### src/design/sound_level_meter_bands_unit_macros.svh
// ----------------------------------------------------------------------------
// Sound level meter bands unit: assertion macros
// Concurrent assertion forms used by the slmb_back sequencer.
// ----------------------------------------------------------------------------
`ifndef SOUND_LEVEL_METER_BANDS_UNIT_MACROS_SVH
`define SOUND_LEVEL_METER_BANDS_UNIT_MACROS_SVH

// same-cycle implication
`define SLMB_ASSERT_IMP(lbl, clk, rstn, ante, cons, msg) \
    lbl: assert property (@(posedge clk) disable iff (!(rstn)) (ante) |-> (cons)) \
        else $error(msg);

// next-cycle implication
`define SLMB_ASSERT_NXT(lbl, clk, rstn, ante, cons, msg) \
    lbl: assert property (@(posedge clk) disable iff (!(rstn)) (ante) |=> (cons)) \
        else $error(msg);

`endif

### src/design/slmb_pkg.sv
// ----------------------------------------------------------------------------
// slmb_pkg
// Types and constants shared by the sound level meter bands unit.
// ----------------------------------------------------------------------------
`default_nettype none

package slmb_pkg;

    localparam int NUM_BANDS       = 8;
    localparam int BAND_W          = 3;
    localparam int SAMPLE_BITS     = 24;
    localparam int PWR_W           = 48;
    localparam int PWR_FRAC        = 46;
    localparam int PWR_SHIFT       = 2 * (SAMPLE_BITS - 1) - PWR_FRAC;
    localparam int DB_PER_LOG2_Q16 = 197283;
    localparam int LEVEL_W         = 16;
    localparam int COUNT_W         = 32;
    localparam int PHASE_W         = 16;

    localparam int CFG_ADDR_W = 3;
    localparam int CFG_DATA_W = 32;

    localparam logic [CFG_ADDR_W-1:0] REG_DS_FACTOR      = CFG_ADDR_W'(0);
    localparam logic [CFG_ADDR_W-1:0] REG_LOWPASS_ENABLE = CFG_ADDR_W'(1);
    localparam logic [CFG_ADDR_W-1:0] REG_LOWPASS_B0     = CFG_ADDR_W'(2);
    localparam logic [CFG_ADDR_W-1:0] REG_LOWPASS_A1     = CFG_ADDR_W'(3);
    localparam logic [CFG_ADDR_W-1:0] REG_REF_OFFSET_DB  = CFG_ADDR_W'(4);

    localparam int QUEUE_DEPTH = 2;
    localparam int QPTR_W      = 1;

    typedef logic [PWR_W-1:0]          power_t;
    typedef logic signed [LEVEL_W-1:0] level_t;

    typedef struct packed {
        logic [15:0]        ds_factor;
        logic               lowpass_enable;
        logic [30:0]        lowpass_b0;
        logic signed [31:0] lowpass_a1;
        logic signed [15:0] ref_offset_db;
    } cfg_t;

    typedef struct packed {
        logic [BAND_W-1:0] band;
        logic              band_ok;
        power_t            power;
    } item_t;

    typedef struct packed {
        logic [BAND_W-1:0] band_out;
        logic              emitted;
        level_t            level;
        level_t            peak_level;
        level_t            max_level;
        level_t            eq_level;
    } result_t;

endpackage

`default_nettype wire

### src/design/slmb_log.sv
// ----------------------------------------------------------------------------
// slmb_log
// Iterative dB converter: 10*log10((P+1)*2^-46) - ref in Q8.8, saturated.
// ----------------------------------------------------------------------------
`default_nettype none

module slmb_log (
    input  logic               aclk,
    input  logic               aresetn,
    input  logic               start,
    input  slmb_pkg::power_t   value,
    input  logic signed [15:0] ref_offset_db,
    output logic               done,
    output slmb_pkg::level_t   result
);

    localparam logic [2:0] L_IDLE = 3'd0;
    localparam logic [2:0] L_NORM = 3'd1;
    localparam logic [2:0] L_SQ   = 3'd2;
    localparam logic [2:0] L_MUL  = 3'd3;
    localparam logic [2:0] L_FIN  = 3'd4;

    localparam logic signed [23:0] LOG_BIAS  = 24'(slmb_pkg::PWR_FRAC * 65536);
    localparam logic signed [18:0] DB_SCALE  = 19'(slmb_pkg::DB_PER_LOG2_Q16);
    localparam logic [43:0]        ROUND_Q88 = 44'(2**23);
    localparam logic signed [21:0] SAT_HI    = 22'(32767);
    localparam logic signed [21:0] SAT_LO    = -22'sd32768;

    logic [2:0]              state_reg, state_next;
    logic [3:0]              step_reg, step_next;
    logic [63:0]             word_reg, word_next;
    logic [5:0]              lz_reg, lz_next;
    logic [31:0]             x_reg, x_next;
    logic [15:0]             frac_reg, frac_next;
    logic signed [42:0]      n_reg, n_next;
    slmb_pkg::level_t        res_reg, res_next;
    logic                    done_reg, done_next;

    logic [5:0]              sh;
    logic [63:0]             mask;
    logic [63:0]             sq;
    logic [32:0]             t;
    logic [5:0]              e;
    logic signed [23:0]      lval;
    logic                    neg;
    logic [42:0]             nmag;
    logic [43:0]             rsum;
    logic signed [20:0]      q;
    logic signed [21:0]      diff;

    assign done   = done_reg;
    assign result = res_reg;

    assign sh   = 6'd32 >> step_reg;
    assign mask = ~({64{1'b1}} >> sh);
    assign sq   = x_reg * x_reg;
    assign t    = sq[63:31];
    assign e    = 6'd63 - lz_reg;
    assign lval = $signed({2'b00, e, frac_reg}) - LOG_BIAS;
    assign neg  = n_reg[42];
    assign nmag = neg ? 43'(-n_reg) : 43'(n_reg);
    assign rsum = {1'b0, nmag} + ROUND_Q88;
    assign q    = neg ? -$signed({1'b0, rsum[43:24]}) : $signed({1'b0, rsum[43:24]});
    assign diff = 22'(q) - 22'(ref_offset_db);

    always_comb begin
        state_next = state_reg;
        step_next  = step_reg;
        word_next  = word_reg;
        lz_next    = lz_reg;
        x_next     = x_reg;
        frac_next  = frac_reg;
        n_next     = n_reg;
        res_next   = res_reg;
        done_next  = 1'b0;
        unique case (state_reg)
            L_IDLE: begin
                if (start) begin
                    word_next  = 64'(value) + 64'd1;
                    lz_next    = '0;
                    step_next  = '0;
                    state_next = L_NORM;
                end
            end
            L_NORM: begin
                if ((word_reg & mask) == '0) begin
                    word_next = word_reg << sh;
                    lz_next   = lz_reg + sh;
                end
                step_next = step_reg + 4'd1;
                if (step_reg == 4'd5) begin
                    x_next     = word_next[63:32];
                    frac_next  = '0;
                    step_next  = '0;
                    state_next = L_SQ;
                end
            end
            L_SQ: begin
                if (t[32]) begin
                    x_next                    = t[32:1];
                    frac_next[4'd15 - step_reg] = 1'b1;
                end else begin
                    x_next = t[31:0];
                end
                step_next = step_reg + 4'd1;
                if (step_reg == 4'd15) begin
                    state_next = L_MUL;
                end
            end
            L_MUL: begin
                n_next     = lval * DB_SCALE;
                state_next = L_FIN;
            end
            L_FIN: begin
                if (diff > SAT_HI) begin
                    res_next = 16'sd32767;
                end else if (diff < SAT_LO) begin
                    res_next = -16'sd32768;
                end else begin
                    res_next = diff[15:0];
                end
                done_next  = 1'b1;
                state_next = L_IDLE;
            end
            default: begin
                state_next = L_IDLE;
            end
        endcase
    end

    always_ff @(posedge aclk) begin
        if (!aresetn) begin
            state_reg <= L_IDLE;
            step_reg  <= '0;
            done_reg  <= 1'b0;
        end else begin
            state_reg <= state_next;
            step_reg  <= step_next;
            done_reg  <= done_next;
        end
    end

    always_ff @(posedge aclk) begin
        word_reg <= word_next;
        lz_reg   <= lz_next;
        x_reg    <= x_next;
        frac_reg <= frac_next;
        n_reg    <= n_next;
        res_reg  <= res_next;
    end

endmodule

`default_nettype wire

### config.mk
export PLATFORM = sky130hd
export DESIGN_NAME = slmb_log
export DESIGN_NICKNAME = d
export VERILOG_FILES = /design/src/design/sound_level_meter_bands_unit_macros.svh /design/src/design/slmb_pkg.sv /design/src/design/slmb_log.sv
export SDC_FILE = /design/constraint.sdc
export NUM_CORES = 2
export LEC_CHECK = 0
export ABC_AREA = 1
export BUFFER_PORTS_ARGS = -buffer_cell sky130_fd_sc_hd__buf_2
export CORE_MARGIN = 5
export CORE_UTILIZATION = 45
export CTS_CLUSTER_DIAMETER = 30
export DETAILED_ROUTE_END_ITERATION = 16
export PLACE_DENSITY = 0.63
export SLEW_MARGIN = 15
export SYNTH_ARGS = -nofsm -noshare
export SYNTH_HDL_FRONTEND = slang
export SYNTH_SLANG_ARGS = --single-unit
### constraint.sdc
create_clock -name aclk -period 20.8 [get_ports aclk]
set_input_delay 1.04 -clock aclk [delete_from_list [all_inputs] [get_ports aclk]]
set_output_delay 1.04 -clock aclk [all_outputs]
set_load 0.02 [all_outputs]
After elaboration in Yosys (flattened, before gate mapping)
Cells that the tools add are included. W data, S select, Z words.

Output and inout port bits: 17. Word-level logic and storage cells: 80. Input port bits: 67. Flip-flop bits (word level): 185.

Equality and inequality tests: 11. Shift operators: 3. Reduce and logical (&&, ||, !) cells: 12. $mul: 2. Multiplexer cells: 25. $add $sub $neg: 10. Bitwise logic cells: 3. Order comparisons: 4.

Operators by type and width (number): $mux W64 (2); $pmux W64 S2 (1); $and A64 B64 Y64 (1); $logic_not A64 Y1 (1); $mul A32 B32 Y64 (1); $mux W32 (2); $not A64 Y64 (1); $pmux W32 S2 (1); $shl A64 B6 Y64 (1); $shr A64 B6 Y64 const A (1); $add A48 B1 Y49 const B (1); $mux W16 (3); $add A43 B24 Y44 const B (1); $mux W43 (1); $neg A43 Y43 (1); $mul A23 B19 Y42 const B (1); $pmux W16 S2 (1); $sub A22 B22 Y23 const B (1); $gt A22 B16 Y1 const B (1); $lt A22 B16 Y1 const B (1); $sub A21 B16 Y22 (1); $mux W21 (1); $neg A20 Y21 (1); $or A16 B16 Y16 (1); other kinds (27) (42).

Depth between registers and ports, before layout
Depth in word-level cells: 8. Mapped depth: 37. Gate-level depth less buffers: 36.

Worst setup path before layout
No wires, ideal clock.

Path type: reg2reg. From: register x_reg[5]. To: register frac_reg[0], enable pin. Data arrival time: 7.881 ns. Cell stages (with the launch flop): 32. Library setup time: 0.394 ns. Path slack: 12.525 ns. Buffers on the path: 3. Period minus slack after synthesis: 8.275 ns. Data required time: 20.406 ns. Path through: edfxtp_1 > clkbuf_1 > buf_1 > nand2_1 > fa_1 > inv_1 > fa_1 > inv_1 > fa_1 > inv_1 > fa_1 > fa_1 > fa_1 > fa_1 > inv_1 > fa_1 > inv_1 > ha_1 > nand2_1 > nand2_1 > a31oi_1 > o21ai_0 > a21oi_1 > nand2_1 > a21oi_1 > o21ai_1 > nand2_1 > nand2_1 > nand2_1 > nand2_1 > buf_2 > a21oi_1.

Word-level cells in the longest chain between the ends: 3.

Ends and longest elaborated chain: start: declaration (line slmb_log.sv:33) `logic [31:0] x_reg, x_next;`; start signal: assignment (line slmb_log.sv:146) `x_reg <= x_next;`; $mul A32 B32 Y64 (line slmb_log.sv:56) `assign sq = x_reg * x_reg;`; $ne A2 B2 Y1 (no source line); $reduce_and A3 Y1 (no source line); end signal: assignment (line slmb_log.sv:147) `frac_reg <= frac_next;`; end: declaration (line slmb_log.sv:34) `logic [15:0] frac_reg, frac_next;`.

No other way between the ends. A chain may end at the register's enable or synchronous reset.

Worst setup path in the final report
From: register x_reg[11]. To: register frac_reg[6], enable pin.

Same word-level chain as after synthesis.

==> flow_metrics.tcl <==
set metrics [dict create \
    clock_sink_count 184 \
    synth_top_family_by_area "adder cells" \
    cts_setup_buffers 0 \
    overflow 0 \
    clk_latency_ns 0.55 \
    status "finished, final reports clean" \
    cp_top_family "adder cells" \
    initial_core_util 0.455 \
    grt_util_all_layers 0.254 \
    coreArea_sq_mm 0.117 \
    antenna_found_initial 7 \
    synth_edf_count 176 \
    min_path_type "reg2reg" \
    slew_headroom 0.276 \
    grt_setup_unrepaired "no" \
    cp_slowest_cell "a21oi_2" \
    ys_warn_count 0 \
    placedCellCount 8280 \
    crit_type "reg2reg" \
    die_x_um 353 \
    clk_path_buf_depth 2 \
    start_kind "flip-flop" \
    rrSetupSlack_ns 11.54 \
    vdd_drop_max_mv 0.170 \
    synthTopCellsByArea "fa_1, inv_1, ha_1, nand2_1, edfxtp_1" \
    synthAdderAreaFrac 0.461 \
    areaGrowthSynthToFinish_pct 4.59 \
    drt-initial-drc-count 3028 \
    fin_cells 8317 \
    seq_area_frac_synth 0.103 \
    min_from "state_reg[2]$_SDFFE_PN0P_" \
    synth-xor-area-share 0.0269 \
    synth_flop_cell "edfxtp_1" \
    p_leak_nw 30.7 \
    skew_ns 0.0308 \
    switching_share 0.510 \
    grt_pass1_wl_um 249000 \
    fmax_ghz 0.108 \
    hold_depth 1 \
    synth_commonest_cells "inv_1, nand2_1, fa_1, ha_1, nor2_1" \
    worstPathArrival_ns 9.42 \
    yosys.area.top_type_share 0.343 \
    synth_area_leader_cell "fa_1" \
    drive_gt1_frac 0.0415 \
    max_stage_delay_ns 0.78 \
    routed_wl_um 156000 \
    async_flop_share 0 \
    cts_hold_buf 0 \
    die_y_um 353 \
    drc 0 \
    power_density_mw_per_mm2 58.9 \
    power_frac_seq 0.174 \
    first_pass_iters 6 \
    dieArea_sq_mm 0.125 \
    syn_inst 6825 \
    grt_max_degree 79 \
    min_period_ns 9.26 \
    tns_ns 0 \
    finalSetupViolations 0 \
    hold_viol 0 \
    dp_hpwl_um 127000 \
    power_switching_w 0.00167 \
    synth_cell_types 72 \
    yosys.area_share.simple 0.178 \
    post_drt_wl_per_cell_um 18.8 \
    rr_startpoint "x_reg[11]$_DFFE_PP_" \
    synth.cell_area_sq_mm 0.0530 \
    root_buffer "clkbuf_16" \
    boundaryPins 84 \
    maxCapViolations 0 \
    p_comb_frac 0.719 \
    synth_compound_area_frac 0.0790 \
    syn_avg_cell_area_sq_um 7.76 \
    reg2reg_depth 31 \
    worst_slew_pin_slew_ns 1.08 \
    vias 43000 \
    yosysMostFrequentCell "inv_1" \
    maxSlewViolCount 0 \
    largest_reg_flops 64 \
    crit_path_max_fanout 33 \
    crit_buf_inv 9 \
    nNetsFinal 8247 \
    hold_end "state_reg[2]$_SDFFE_PN0P_" \
    fill_cells 11500 \
    p_clk_frac 0.107 \
    cts_max_level 4 \
    r2r-end "frac_reg[6]$_SDFFCE_PN0P_" \
    ant_nets 0 \
    cp-end-kind "flip-flop" \
    synth_nets 8297 \
    cp_common_cell "fa_1" \
    ys_ff_latch 184 \
    internal_power_w 0.00160 \
    p_total_w 0.00326 \
    cts_tree "done" \
    fp-row-count 125 \
    yosys-mux-area-fraction 0.00434 \
    via_per_inst 5.17 \
    place.gp.congestion 0.982 \
    cts.repair.resized 0 \
    period_share 0.445 \
    crit_required_ns 20.95 \
    path_clk_slew_ns 0.08 \
    tritoncts.num_buffers 17 \
    final_core_util 0.476 \
    first_global_vias 45000 \
    portBuffers 83 \
]
## how the worst max path moves through the flow
stage,start,end,depth (start not counted)
after CTS,x_reg[12]$_DFFE_PP_,frac_reg[6]$_SDFFCE_PN0P_,31
final,x_reg[11]$_DFFE_PP_,frac_reg[6]$_SDFFCE_PN0P_,31
after global routing,x_reg[12]$_DFFE_PP_,x_reg[13]$_DFFE_PP_,31
after detailed placement,x_reg[12]$_DFFE_PP_,frac_reg[6]$_SDFFCE_PN0P_,31
after floorplan,x_reg[5]$_DFFE_PP_,frac_reg[0]$_SDFFCE_PN0P_,31
after global placement,x_reg[12]$_DFFE_PP_,frac_reg[6]$_SDFFCE_PN0P_,31
## power by group through the flow
stage,sequential (W),combinational (W),clock (W)
floorplan,0.000571,0.00175,0
global placement,0.000576,0.00232,0
detailed placement,0.000576,0.00233,0
CTS,0.000568,0.00235,0.000359
global route,0.000571,0.00268,0.000370
finish,0.000569,0.00235,0.000348
## final cells by class
class | instances | area [sq um] | area share
clock inverters | 14 | 133 | 0.00239
flip-flops and latches | 184 | 5450 | 0.0983
diodes | 5 | 12.5 | 0.000226
clock buffers | 18 | 439 | 0.00792
well taps | 1524 | 1910 | 0.0344
inverters | 1842 | 6920 | 0.125
multi-input cells | 4593 | 39700 | 0.717
repair buffers | 137 | 821 | 0.0148
## metrics by stage
stage	hold slack [ns]	instance area (sq um)	setup WS (ns)
CTS	0.543	55400	11.64
finish	0.550	55400	11.54
global placement	0.521	54800	11.74
global route	0.559	55400	11.02
detailed placement	0.527	54800	11.70
floorplan	0.446	53000	12.52
## routing by layer
layer | part of all wire | up-vias | track usage
li1 | - | 20400 | -
met1 | 0.42 | 20900 | 0.330
met2 | 0.47 | 1322 | 0.429
met3 | 0.064 | 281 | 0.0396
met4 | 0.043 | 4 | 0.0991
met5 | 0.00017 | - | 0
## cell families after synthesis
family          Yosys count
flops                   184
xor+xnor                163
compound gates          726
mux                      23
buf+inv                2048
simple gates           2275
fa+ha+maj              1406
## cell usage in the layout, fill, tap and decap left out, types with 23 or more instances in the layout
cell type / count
fa_1: 909
nor3_1: 52
edfxtp_1: 176
xor2_1: 98
buf_2: 83
xnor2_1: 65
nor2_1: 349
inv_1: 1827
ha_1: 496
mux2i_1: 23
nand2_2: 24
buf_4: 54
o21ai_0: 259
a31oi_1: 31
o22ai_1: 32
a21oi_1: 181
nand4_1: 37
a21o_1: 24
nand3_1: 192
nand2_1: 1520
o21ai_1: 83
(Power assumes the default switching activity.)
