==> src/design/sound_level_meter_bands_unit_macros.svh <==
// ----------------------------------------------------------------------------
// Sound level meter bands unit: assertion macros
// Concurrent assertion forms used by the slmb_back sequencer.
// ----------------------------------------------------------------------------
`ifndef SOUND_LEVEL_METER_BANDS_UNIT_MACROS_SVH
`define SOUND_LEVEL_METER_BANDS_UNIT_MACROS_SVH

// same-cycle implication
`define SLMB_ASSERT_IMP(lbl, clk, rstn, ante, cons, msg) \
    lbl: assert property (@(posedge clk) disable iff (!(rstn)) (ante) |-> (cons)) \
        else $error(msg);

// next-cycle implication
`define SLMB_ASSERT_NXT(lbl, clk, rstn, ante, cons, msg) \
    lbl: assert property (@(posedge clk) disable iff (!(rstn)) (ante) |=> (cons)) \
        else $error(msg);

`endif

==> src/design/slmb_pkg.sv <==
// ----------------------------------------------------------------------------
// slmb_pkg
// Types and constants shared by the sound level meter bands unit.
// ----------------------------------------------------------------------------
`default_nettype none

package slmb_pkg;

    localparam int NUM_BANDS       = 8;
    localparam int BAND_W          = 3;
    localparam int SAMPLE_BITS     = 24;
    localparam int PWR_W           = 48;
    localparam int PWR_FRAC        = 46;
    localparam int PWR_SHIFT       = 2 * (SAMPLE_BITS - 1) - PWR_FRAC;
    localparam int DB_PER_LOG2_Q16 = 197283;
    localparam int LEVEL_W         = 16;
    localparam int COUNT_W         = 32;
    localparam int PHASE_W         = 16;

    localparam int CFG_ADDR_W = 3;
    localparam int CFG_DATA_W = 32;

    localparam logic [CFG_ADDR_W-1:0] REG_DS_FACTOR      = CFG_ADDR_W'(0);
    localparam logic [CFG_ADDR_W-1:0] REG_LOWPASS_ENABLE = CFG_ADDR_W'(1);
    localparam logic [CFG_ADDR_W-1:0] REG_LOWPASS_B0     = CFG_ADDR_W'(2);
    localparam logic [CFG_ADDR_W-1:0] REG_LOWPASS_A1     = CFG_ADDR_W'(3);
    localparam logic [CFG_ADDR_W-1:0] REG_REF_OFFSET_DB  = CFG_ADDR_W'(4);

    localparam int QUEUE_DEPTH = 2;
    localparam int QPTR_W      = 1;

    typedef logic [PWR_W-1:0]          power_t;
    typedef logic signed [LEVEL_W-1:0] level_t;

    typedef struct packed {
        logic [15:0]        ds_factor;
        logic               lowpass_enable;
        logic [30:0]        lowpass_b0;
        logic signed [31:0] lowpass_a1;
        logic signed [15:0] ref_offset_db;
    } cfg_t;

    typedef struct packed {
        logic [BAND_W-1:0] band;
        logic              band_ok;
        power_t            power;
    } item_t;

    typedef struct packed {
        logic [BAND_W-1:0] band_out;
        logic              emitted;
        level_t            level;
        level_t            peak_level;
        level_t            max_level;
        level_t            eq_level;
    } result_t;

endpackage

`default_nettype wire

==> src/design/slmb_queue.sv <==
// ----------------------------------------------------------------------------
// slmb_queue
// Short queue between the input stage and the processing sequencer.
// ----------------------------------------------------------------------------
`default_nettype none

module slmb_queue (
    input  logic            aclk,
    input  logic            aresetn,
    input  logic            push,
    input  slmb_pkg::item_t push_item,
    output logic            full,
    input  logic            pop,
    output logic            valid,
    output slmb_pkg::item_t pop_item
);

    localparam int PW = slmb_pkg::QPTR_W;

    slmb_pkg::item_t mem_reg [slmb_pkg::QUEUE_DEPTH];
    logic [PW-1:0]   wr_ptr_reg, wr_ptr_next;
    logic [PW-1:0]   rd_ptr_reg, rd_ptr_next;
    logic [PW:0]     count_reg, count_next;
    logic            do_push, do_pop;

    assign full     = (count_reg == (PW+1)'(slmb_pkg::QUEUE_DEPTH));
    assign valid    = (count_reg != '0);
    assign pop_item = mem_reg[rd_ptr_reg];
    assign do_push  = push && !full;
    assign do_pop   = pop && valid;

    always_comb begin
        wr_ptr_next = wr_ptr_reg;
        rd_ptr_next = rd_ptr_reg;
        count_next  = count_reg;
        if (do_push) begin
            wr_ptr_next = (wr_ptr_reg == PW'(slmb_pkg::QUEUE_DEPTH - 1)) ? '0
                                                                         : wr_ptr_reg + PW'(1);
        end
        if (do_pop) begin
            rd_ptr_next = (rd_ptr_reg == PW'(slmb_pkg::QUEUE_DEPTH - 1)) ? '0
                                                                         : rd_ptr_reg + PW'(1);
        end
        if (do_push && !do_pop) begin
            count_next = count_reg + (PW+1)'(1);
        end else if (!do_push && do_pop) begin
            count_next = count_reg - (PW+1)'(1);
        end
    end

    always_ff @(posedge aclk) begin
        if (!aresetn) begin
            wr_ptr_reg <= '0;
            rd_ptr_reg <= '0;
            count_reg  <= '0;
        end else begin
            wr_ptr_reg <= wr_ptr_next;
            rd_ptr_reg <= rd_ptr_next;
            count_reg  <= count_next;
        end
    end

    always_ff @(posedge aclk) begin
        if (do_push) begin
            mem_reg[wr_ptr_reg] <= push_item;
        end
    end

endmodule

`default_nettype wire

==> config.mk <==
export PLATFORM = sky130hd
export DESIGN_NAME = slmb_queue
export DESIGN_NICKNAME = d
export VERILOG_FILES = /design/src/design/sound_level_meter_bands_unit_macros.svh /design/src/design/slmb_pkg.sv /design/src/design/slmb_queue.sv
export SDC_FILE = /design/constraint.sdc
export NUM_CORES = 1
export LEC_CHECK = 0
export ABC_AREA = 1
export BUFFER_PORTS_ARGS = -buffer_cell sky130_fd_sc_hd__buf_2
export CORE_MARGIN = 2
export CORE_UTILIZATION = 56
export DETAILED_ROUTE_END_ITERATION = 8
export PLACE_DENSITY = 0.84
export SLEW_MARGIN = 20
export SYNTH_ARGS = -nofsm -noshare
export SYNTH_HDL_FRONTEND = slang
export SYNTH_SLANG_ARGS = --single-unit
==> constraint.sdc <==
create_clock -name aclk -period 8.65 [get_ports aclk]
set_input_delay 0.865 -clock aclk [delete_from_list [all_inputs] [get_ports aclk]]
set_output_delay 0.865 -clock aclk [all_outputs]
set_load 0.03 [all_outputs]
# Yosys cells after proc, flatten, opt, wreduce, memory -nomap -nowiden
# Memories as Yosys holds them, arrays and structs flattened. A register that Yosys moved wholly into a read port is not among the register bits.
# Index checks and enable logic that the tools add are counted.
# Widths: inputs -> output; s select.
word_totals:
  regBits: 4
  mem_bits_rw: 104
  in_bits: 56
  output_inout_bits: 54
  elab_cells: 26
  n_memories: 1
mem_list:
  columns: ["memory", "words", "word_bits", "read_ports", "rd_clocked_by_memory_dff", "wr", "line_no", "rtl"]
  rows:
  - ["mem_reg", 2, 52, 1, 1, 1, "slmb_queue.sv:20", "slmb_pkg::item_t mem_reg [slmb_pkg::QUEUE_DEPTH];"]
classes:
  add_sub_neg: 4
  n_eq_ne: 1
  mux: 8
  n_reduce_logical: 9
op_table:
  columns: ["cell", "n"]
  rows:
  - ["$mux 1", 6]
  - ["$logic_and 1x1->1", 4]
  - ["$mux 2", 2]
  - ["$reduce_bool 2->1", 2]
  - ["$logic_not 1->1", 3]
  - ["$add 1x1->1 const B", 2]
  - ["$add 2x1->2 const B", 1]
  - ["$eq 2x2->1 const B", 1]
  - ["$sub 2x1->2 const B", 1]

# Longest topological paths before layout
# Gate-level depths: netlist of the first run.
logic_depth:
  ltp_word: 7
  mapped_depth: 10
  ltp_nobuf: 10

# Worst setup path before layout of the first run
# OpenSTA, ideal clock, no wires.
synth_timing:
  kind: "input to register"
  startpoint: "input push"
  endpoint: "memory mem_reg[0][0] (netlist bit) (enable)"
  setup_time_ns: 0.462
  arrival_time_ns: 3.112
  required_ns: 8.188
  slack_ns: 5.076
  stages: 2
  path_buffers: 0
  path_cell_list: "o21ai_2 > nor2_1"
synth_between:
  elab_chain_cells: 3
synth_rtl:
  columns: ["item", "line_no", "rtl"]
  rows:
  - ["from (decl)", "slmb_queue.sv:10", "input logic push,"]
  - ["$logic_and 1x1->1", "slmb_queue.sv:29", "assign do_push = push && !full;"]
  - ["$mux 1", "slmb_queue.sv:64", "if (do_push) begin"]
  - ["$mux 1 (not written as such)", "slmb_queue.sv:65", "mem_reg[wr_ptr_reg] <= push_item;"]
  - ["to (decl)", "slmb_queue.sv:20", null]
# Every way passes these cells.

==> results of run 1 <==
[layer usage]
| metal | vias up | share of wire, % | track usage, % |
|---|---|---|---|
| met3 | 4 | 6.2 | 4.40 |
| met4 | 0 | 0.96 | 5.68 |
| met5 | - | 0 | 0 |
| met1 | 989 | 44 | 21.2 |
| met2 | 78 | 49 | 25.8 |
| li1 | 989 | - | - |
[per-stage QoR]
stage / std cells / power [mW] / worst slack [ns] / hold WS (ns)
final: 419 / 1.47 / 5.80 / 0.523
after CTS: 419 / 1.49 / 5.79 / 0.529
after floorplan: 199 / 1.10 / 5.08 / 0.467
after global routing: 419 / 1.54 / 5.73 / 0.573
after global placement: 403 / 1.18 / 6.19 / 0.478
after detailed placement: 403 / 1.20 / 6.19 / 0.500
[how the worst max path moves through the flow]
stage	start	slack, ns	endpoint
floorplan	push	5.08	mem_reg[0][0]
global placement	flip-flop	6.19	pop_item[29]
detailed placement	flip-flop	6.19	pop_item[29]
CTS	flip-flop	5.79	pop_item[29]
global route	flip-flop	5.73	pop_item[35]
finish	flip-flop	5.80	pop_item[29]
[synth_stat cells (all sizes together)]
master,number,share of area (%)
nand3,1,0.12
o21a,1,0.18
buf,6,2.6
o21ai,3,0.44
a21oi,1,0.12
edfxtp,104,73
inv,8,0.71
dfxtp,5,2.4
nand2,7,0.62
mux2,52,18
nand4,1,0.15
nor2,9,0.79
ha,1,0.29
[report_power, final]
| group | total [mW] | internal (mW) | switching [mW] |
|---|---|---|---|
| clock | 0.296 | 0.134 | 0.161 |
| combinational | 0.451 | 0.186 | 0.265 |
| sequential | 0.726 | 0.668 | 0.0577 |
[worst min-delay path, delay by kind of cell, from the launching register on]
kind,cells,cell delay [ns]
simple gates,2,0.15
flops,1,0.35
[logic make-up (layout without fill, tap and decap cells)]
| group | after synthesis | count (layout) | synth area share [%] |
|---|---|---|---|
| mux | 52 | 52 | 18.2 |
| compound gates | 5 | 5 | 0.736 |
| simple gates | 18 | 18 | 1.68 |
| buf+inv | 14 | 135 | 3.32 |
| fa+ha+maj | 1 | 1 | 0.294 |
| flops | 109 | 109 | 75.8 |
[layout make-up]
cell class | instances | area (um^2) | share of cell area [%]
timing repair buffer | 111 | 561 | 11.1
tap | 99 | 124 | 2.46
sequential | 109 | 3230 | 64.0
multi-input combinational | 76 | 903 | 17.9
clock buffer | 9 | 124 | 2.46
inverter | 8 | 30.0 | 0.596
clock inverter | 7 | 71.3 | 1.42
==> results_dict.tcl, run 1 <==
set metrics [dict create \
    post-route-util_pct 69.1 \
    rsz0062_at_grt "false" \
    grt_pass1_vias 2071 \
    layout_common_cells "109 x buf_2, 104 x edfxtp_1, 50 x mux2_4" \
    largest_reg_flops 104 \
    r2r_slack_ns 7.02 \
    design_area_mm2 0.00504 \
    drtIter0Drc 124 \
    ctsResizeCount 0 \
    post-cts-setup-buffers 0 \
    layout_commonest_cell "buf_2" \
    worstPathCellList "mux2_2 > buf_2" \
    peakVddDrop_mv 0.217 \
    first_pass_iters 4 \
    synth_cells 199 \
    period_share_pct 32.9 \
    core_mm2 0.00729 \
    end_kind "primary output" \
    postPlaceCellArea_mm2 0.00484 \
    gp_congestion 0.675 \
    cp.buffers_inverters 1 \
    area.growth.synth_to_final_pct 18.5 \
    slew_headroom_pct 36.7 \
    finalCriticalPeriod_ns 2.85 \
    grt_pass1_wl_um 10200 \
    cp_top_family "flip-flops" \
    cts.sinks 109 \
    synth-seq-cells 109 \
    post-route-drc-count 0 \
    antenna_found_initial 0 \
    post_synth.cell_area_avg_um2 21.4 \
    clk_pin_slew_ns 0.09 \
    via_per_inst 4.92 \
    layout-drive-gt1-share_pct 56.9 \
    slowest_stage "dfxtp_4" \
    die_w_um 91.1 \
    clockBufferDepth 2 \
    ant_nets 0 \
    synth_fp_nets 256 \
    tns_ns 0 \
    tightest_slew_ns 0.950 \
    p_leak_nw 2.00 \
    required_ns 7.79 \
    grt_max_degree 53 \
    finalWirelength_um 6480 \
    finClkSkew_ns 0.0115 \
    die-area_mm2 0.00831 \
    crit_fanout 52 \
    fp.dieH_um 91.1 \
    worstHoldEndpoint "rd_ptr_reg" \
    fmax_mhz 351 \
    htree_levels 3 \
    core.rowCount 31 \
    wl_per_cell_um 15.5 \
    crit_type "reg -> out" \
    reg2regPathDepth 4 \
    clockRootBuffer "clkbuf_8" \
    slew_violations 0 \
    insertion_delay_ns 0.36 \
    hold_path_class "reg -> reg" \
    cts_tree "built" \
    power_density_mw_per_mm2 292 \
    worstSetupPathDepth 2 \
    synth_area_mm2 0.00425 \
    cap_violations 0 \
    diodes 0 \
    ys_seq_area_share_pct 75.8 \
    port_buffers 109 \
    arrival_ns 1.98 \
    cp-start-kind "flip-flop" \
    rr_startpoint "count_reg[1]" \
    pin_count 110 \
    cts_hold_buf 0 \
    nets 372 \
    gr-total-overflow 0 \
    yosysWarnings 0 \
    grt_usage_pct 16.0 \
    hpwl_um 4200 \
    n_fill_cell 494 \
    status "finished clean" \
    r2r-end "mem_reg[1][20]" \
    worstHoldStart "rd_ptr_reg" \
    cp_slowest_stage_delay_ns 0.97 \
    hold_viol 0 \
    yosysUniqueCellTypes 16 \
    vias 2060 \
    setup_viol 0 \
    numCtsBuffers 9 \
    start_util_pct 58.3 \
    min_path_cells 2 \
]
Power figures use the tool's default switching activity.
==> run 2: changes to the inputs <==
CORE_UTILIZATION = 52   (was 56)
PLACE_DENSITY = 0.79   (was 0.84)
clock period = 2.86 ns   (was 8.65 ns; I/O delays follow)
==> run 2 against run 1 <==
Compared with the run above:
- first-iteration DRC count fell by 49%
- flip-flop and latch count did not move
- via count rose by 0.78%
- highest routed layer unchanged
- power rose to 3.1 times the previous value
- sequential power rose to 3.0 times the previous value
- largest cell class unchanged
- non-clock buffer count rose by 3
- count of clock-buffer cells in the layout did not move
- largest power group unchanged
==> results_dict.tcl, run 2 (synthesis results as in run 1) <==
set metrics [dict create \
    core.rowCount 32 \
    ctsResizeCount 0 \
    finalWirelength_um 6350 \
    fmax_mhz 465 \
    start_util_pct 54.5 \
    cp_slowest_stage_delay_ns 0.74 \
    rsz0062_at_grt "false" \
    end_kind "primary output" \
    postPlaceCellArea_mm2 0.00490 \
    vias 2076 \
    clk_pin_slew_ns 0.10 \
    period_share_pct 75.3 \
    slowest_stage "dfxtp_4" \
    cts_tree "built" \
    area.growth.synth_to_final_pct 20.4 \
    pre_cts_ws_ns 1.04 \
    via_per_inst 4.88 \
    htree_levels 3 \
    arrival_ns 1.87 \
    tightest_slew_ns 0.632 \
    ant_nets 0 \
    worstHoldStart "push_item[30]" \
    drtIter0Drc 63 \
    r2r_slack_ns 1.14 \
    hpwl_um 4390 \
    clockRootBuffer "clkbuf_8" \
    cts_hold_buf 0 \
    post-cts-setup-buffers 0 \
    slew_violations 0 \
    gp_congestion 0.756 \
    die-area_mm2 0.00892 \
    finalCriticalPeriod_ns 2.15 \
    worstSetupPathDepth 3 \
    p_leak_nw 2.04 \
    insertion_delay_ns 0.35 \
    finClkSkew_ns 0.00782 \
    grt_usage_pct 14.6 \
    min_path_cells 1 \
    design_area_mm2 0.00512 \
    cp_top_family "flip-flops" \
    cap_violations 0 \
    antenna_found_initial 0 \
    gr-total-overflow 0 \
    crit_fanout 32 \
    slew_headroom_pct 57.8 \
    hold_ws_ns 0.116 \
    nets 375 \
    diodes 0 \
    required_ns 2.57 \
    fp.dieH_um 94.4 \
    power_density_mw_per_mm2 891 \
    worstPathCellList "buf_12 > mux2_4 > buf_2" \
    port_buffers 109 \
    grt_pass1_wl_um 9540 \
    clockBufferDepth 2 \
    grt_pass1_vias 2065 \
    die_w_um 94.4 \
    layout_setup_ws_ns 0.707 \
    cp-start-kind "flip-flop" \
    hold_path_class "in -> reg" \
    post-route-drc-count 0 \
    layout_common_cells "109 x buf_2, 104 x edfxtp_1, 50 x mux2_4" \
    status "finished clean" \
    pin_count 110 \
    numCtsBuffers 9 \
    largest_reg_flops 104 \
    peakVddDrop_mv 0.584 \
    crit_type "reg -> out" \
    grt_max_degree 33 \
    wl_per_cell_um 14.9 \
    cp.buffers_inverters 2 \
    layout-drive-gt1-share_pct 57.3 \
    rr_startpoint "count_reg[1]" \
    layout_commonest_cell "buf_2" \
    first_pass_iters 4 \
    core_mm2 0.00781 \
    cts.sinks 109 \
    reg2regPathDepth 4 \
    hold_viol 0 \
    setup_viol 0 \
]
[run 2: changes by cell type in the layout (fill, tap and decap cells not counted)]
| cell | change |
|---|---|
| buf_12 | +2 |
| buf_4 | +1 |
| bufinv_16 | +1 |
| clkinv_2 | -1 |
| clkinv_4 | +3 |
| clkinvlp_4 | -2 |
| inv_6 | -1 |
[run 2: per-layer routing]
layer  GRT usage (%)  vias up  share of wire (%)  routed length [um]
met1            17.0      997                 40                2550
li1                -     1000                  -                   -
met5               0        -                  0                   0
met2            25.9       71                 52                3310
met4            6.16        0                1.1                  72
met3            3.67        8                6.6                 420
[run 2: final timing paths]
path / end
worst max-delay path: pop_item[43]
worst max register to register: mem_reg[0][12]
worst min register to register: rd_ptr_reg
worst min-delay path: mem_reg[1][30]
[run 2: power breakdown]
| group | internal (mW) | leakage, nW | switching (mW) |
|---|---|---|---|
| clock network | 0.498 | 0.111 | 0.482 |
| logic | 0.587 | 0.921 | 0.847 |
| registers | 2.02 | 1.01 | 0.132 |
| total | 3.10 | 2.04 | 1.46 |
[run 2: layout make-up]
type / instances / area (um^2)
Tap cell: 102 / 128
Clock inverter: 7 / 98.8
Inverter: 8 / 30.0
Sequential cell: 109 / 3230
Clock buffer: 9 / 124
Timing Repair Buffer: 114 / 608
Multi-Input combinational cell: 76 / 903
Fill cell: 546 / 2690
[run 2: worst register-to-register path, stage by stage, from the launching register on]
cell	delay (ns)
dfxtp_1	0.34
inv_1	0.13
o21ai_2	0.13
nor2_4	0.51
buf_4	0.32
[run 2: metrics by stage]
step / setup TNS [ns] / utilization [%] / instances / power, mW
after floorplan: -28.29 / - / 199 / 3.34
after global placement: 0 / 62.7 / 409 / 3.61
after detailed placement: 0 / 62.7 / 409 / 3.64
after CTS: 0 / 65.6 / 425 / 4.62
after global routing: 0 / 65.6 / 425 / 4.78
final: 0 / 65.6 / 425 / 4.56
==> run 3: changes to the inputs <==
clock period = 2.15 ns   (was 2.86 ns; I/O delays follow)
==> run 3 against run 2 <==
Compared with the run above:
- power is 31% higher
- count of clock-buffer cells in the layout unchanged
- worst hold slack lost 0.070 ns
- via count increased by 0.82%
- design area shrank 0.44%
- wire length up 4.2%
- critical path type unchanged
- die area unchanged
- worst setup slack lost 0.47 ns
==> results_dict.tcl, run 3 (synthesis results as in run 1) <==
set metrics [dict create \
    core.rowCount 32 \
    end_kind "primary output" \
    status "finished clean" \
    antenna_found_initial 0 \
    ant_nets 0 \
    cts.sinks 109 \
    fmax_mhz 524 \
    hold_path_class "in -> reg" \
    post-route-drc-count 0 \
    postPlaceCellArea_mm2 0.00490 \
    die-area_mm2 0.00892 \
    layout-drive-gt1-share_pct 57.8 \
    numCtsBuffers 9 \
    rsz0062_at_grt "false" \
    tightest_slew_ns 0.510 \
    p_leak_nw 2.04 \
    die_w_um 94.4 \
    start_util_pct 54.5 \
    layout_setup_ws_ns 0.240 \
    post-cts-setup-buffers 0 \
    grt_pass1_wl_um 10400 \
    largest_reg_flops 104 \
    insertion_delay_ns 0.34 \
    slew_violations 0 \
    pin_count 110 \
    arrival_ns 1.69 \
    hpwl_um 4670 \
    finalCriticalPeriod_ns 1.91 \
    tns_ns 0 \
    drtIter0Drc 114 \
    cp-start-kind "flip-flop" \
    nets 377 \
    cts_tree "built" \
    setup_viol 0 \
    grt_usage_pct 15.7 \
    ctsResizeCount 0 \
    clk_pin_slew_ns 0.10 \
    peakVddDrop_mv 0.795 \
    clockRootBuffer "clkbuf_8" \
    clockBufferDepth 2 \
    via_per_inst 4.90 \
    required_ns 1.93 \
    design_area_mm2 0.00510 \
    finalWirelength_um 6620 \
    hold_viol 0 \
    cap_violations 0 \
    port_buffers 109 \
    grt_max_degree 39 \
    layout_common_cells "109 x buf_2, 104 x edfxtp_1, 50 x mux2_4" \
    r2r_slack_ns 0.50 \
    layout_commonest_cell "buf_2" \
    crit_fanout 14 \
    cts_hold_buf 0 \
    grt_pass1_vias 2196 \
    placedCellCount 411 \
    slew_headroom_pct 66.0 \
    first_pass_iters 4 \
    finClkSkew_ns 0.00869 \
    gp_congestion 0.742 \
    vias 2093 \
    crit_type "reg -> out" \
    diodes 0 \
    fp.dieH_um 94.4 \
    power_mw 5.96 \
    gr-total-overflow 0 \
    area.growth.synth_to_final_pct 19.8 \
    pre_cts_ws_ns 0.544 \
    layoutNonFillerInstCount 427 \
    period_share_pct 88.8 \
    core_mm2 0.00781 \
    power_density_mw_per_mm2 1170 \
    wl_per_cell_um 15.5 \
    htree_levels 3 \
]
run 3: changes by cell type in the layout (fill, tap and decap cells not counted):
cell	delta
buf_12	-1
buf_4	+3
bufinv_16	-1
clkinv_1	-1
clkinv_2	+2
clkinv_4	-1
clkinvlp_4	+1
run 3: critical path, cell delays in order, from the launching register on:
cell	delay [ns]
dfxtp_4	0.52
buf_4	0.33
mux2_4	0.33
buf_2	0.18
run 3: final cells by class:
class	count	area [um^2]
Tap cell	102	128
Sequential cell	109	3230
Clock inverter	7	73.8
Inverter	8	30.0
Multi-Input combinational cell	76	903
Clock buffer	9	124
Fill cell	558	2710
Timing Repair Buffer	116	611
run 3: through the flow:
| step | util [%] | hold slack (ns) |
|---|---|---|
| final | 65.3 | 0.0456 |
| after global routing | 65.3 | 0.0270 |
| after CTS | 65.3 | 0.0257 |
| after detailed placement | 62.7 | 0.406 |
| after global placement | 62.7 | 0.403 |
| after floorplan | - | 0.314 |
run 3: per-layer routing:
metal  global-route usage (%)  wire length [um]
met2                     28.5              3520
met4                     5.43                72
met3                     3.35               442
met5                        0                 0
met1                     18.4              2590
run 3: worst paths after layout:
check | from | cells after the start | endpoint
min | push_item[2] | 1 | mem_reg[0][2]
max reg2reg | count_reg[1] | 9 | count_reg[1]
max | flip-flop | 3 | pop_item[21]
min reg2reg | rd_ptr_reg | 2 | flip-flop
run 3: report_power, final:
group | internal, mW | total, mW | switching, mW
registers | 2.68 | 2.81 | 0.124
clock network | 0.543 | 1.19 | 0.647
logic | 0.776 | 1.96 | 1.19
total | 4.00 | 5.96 | 1.96
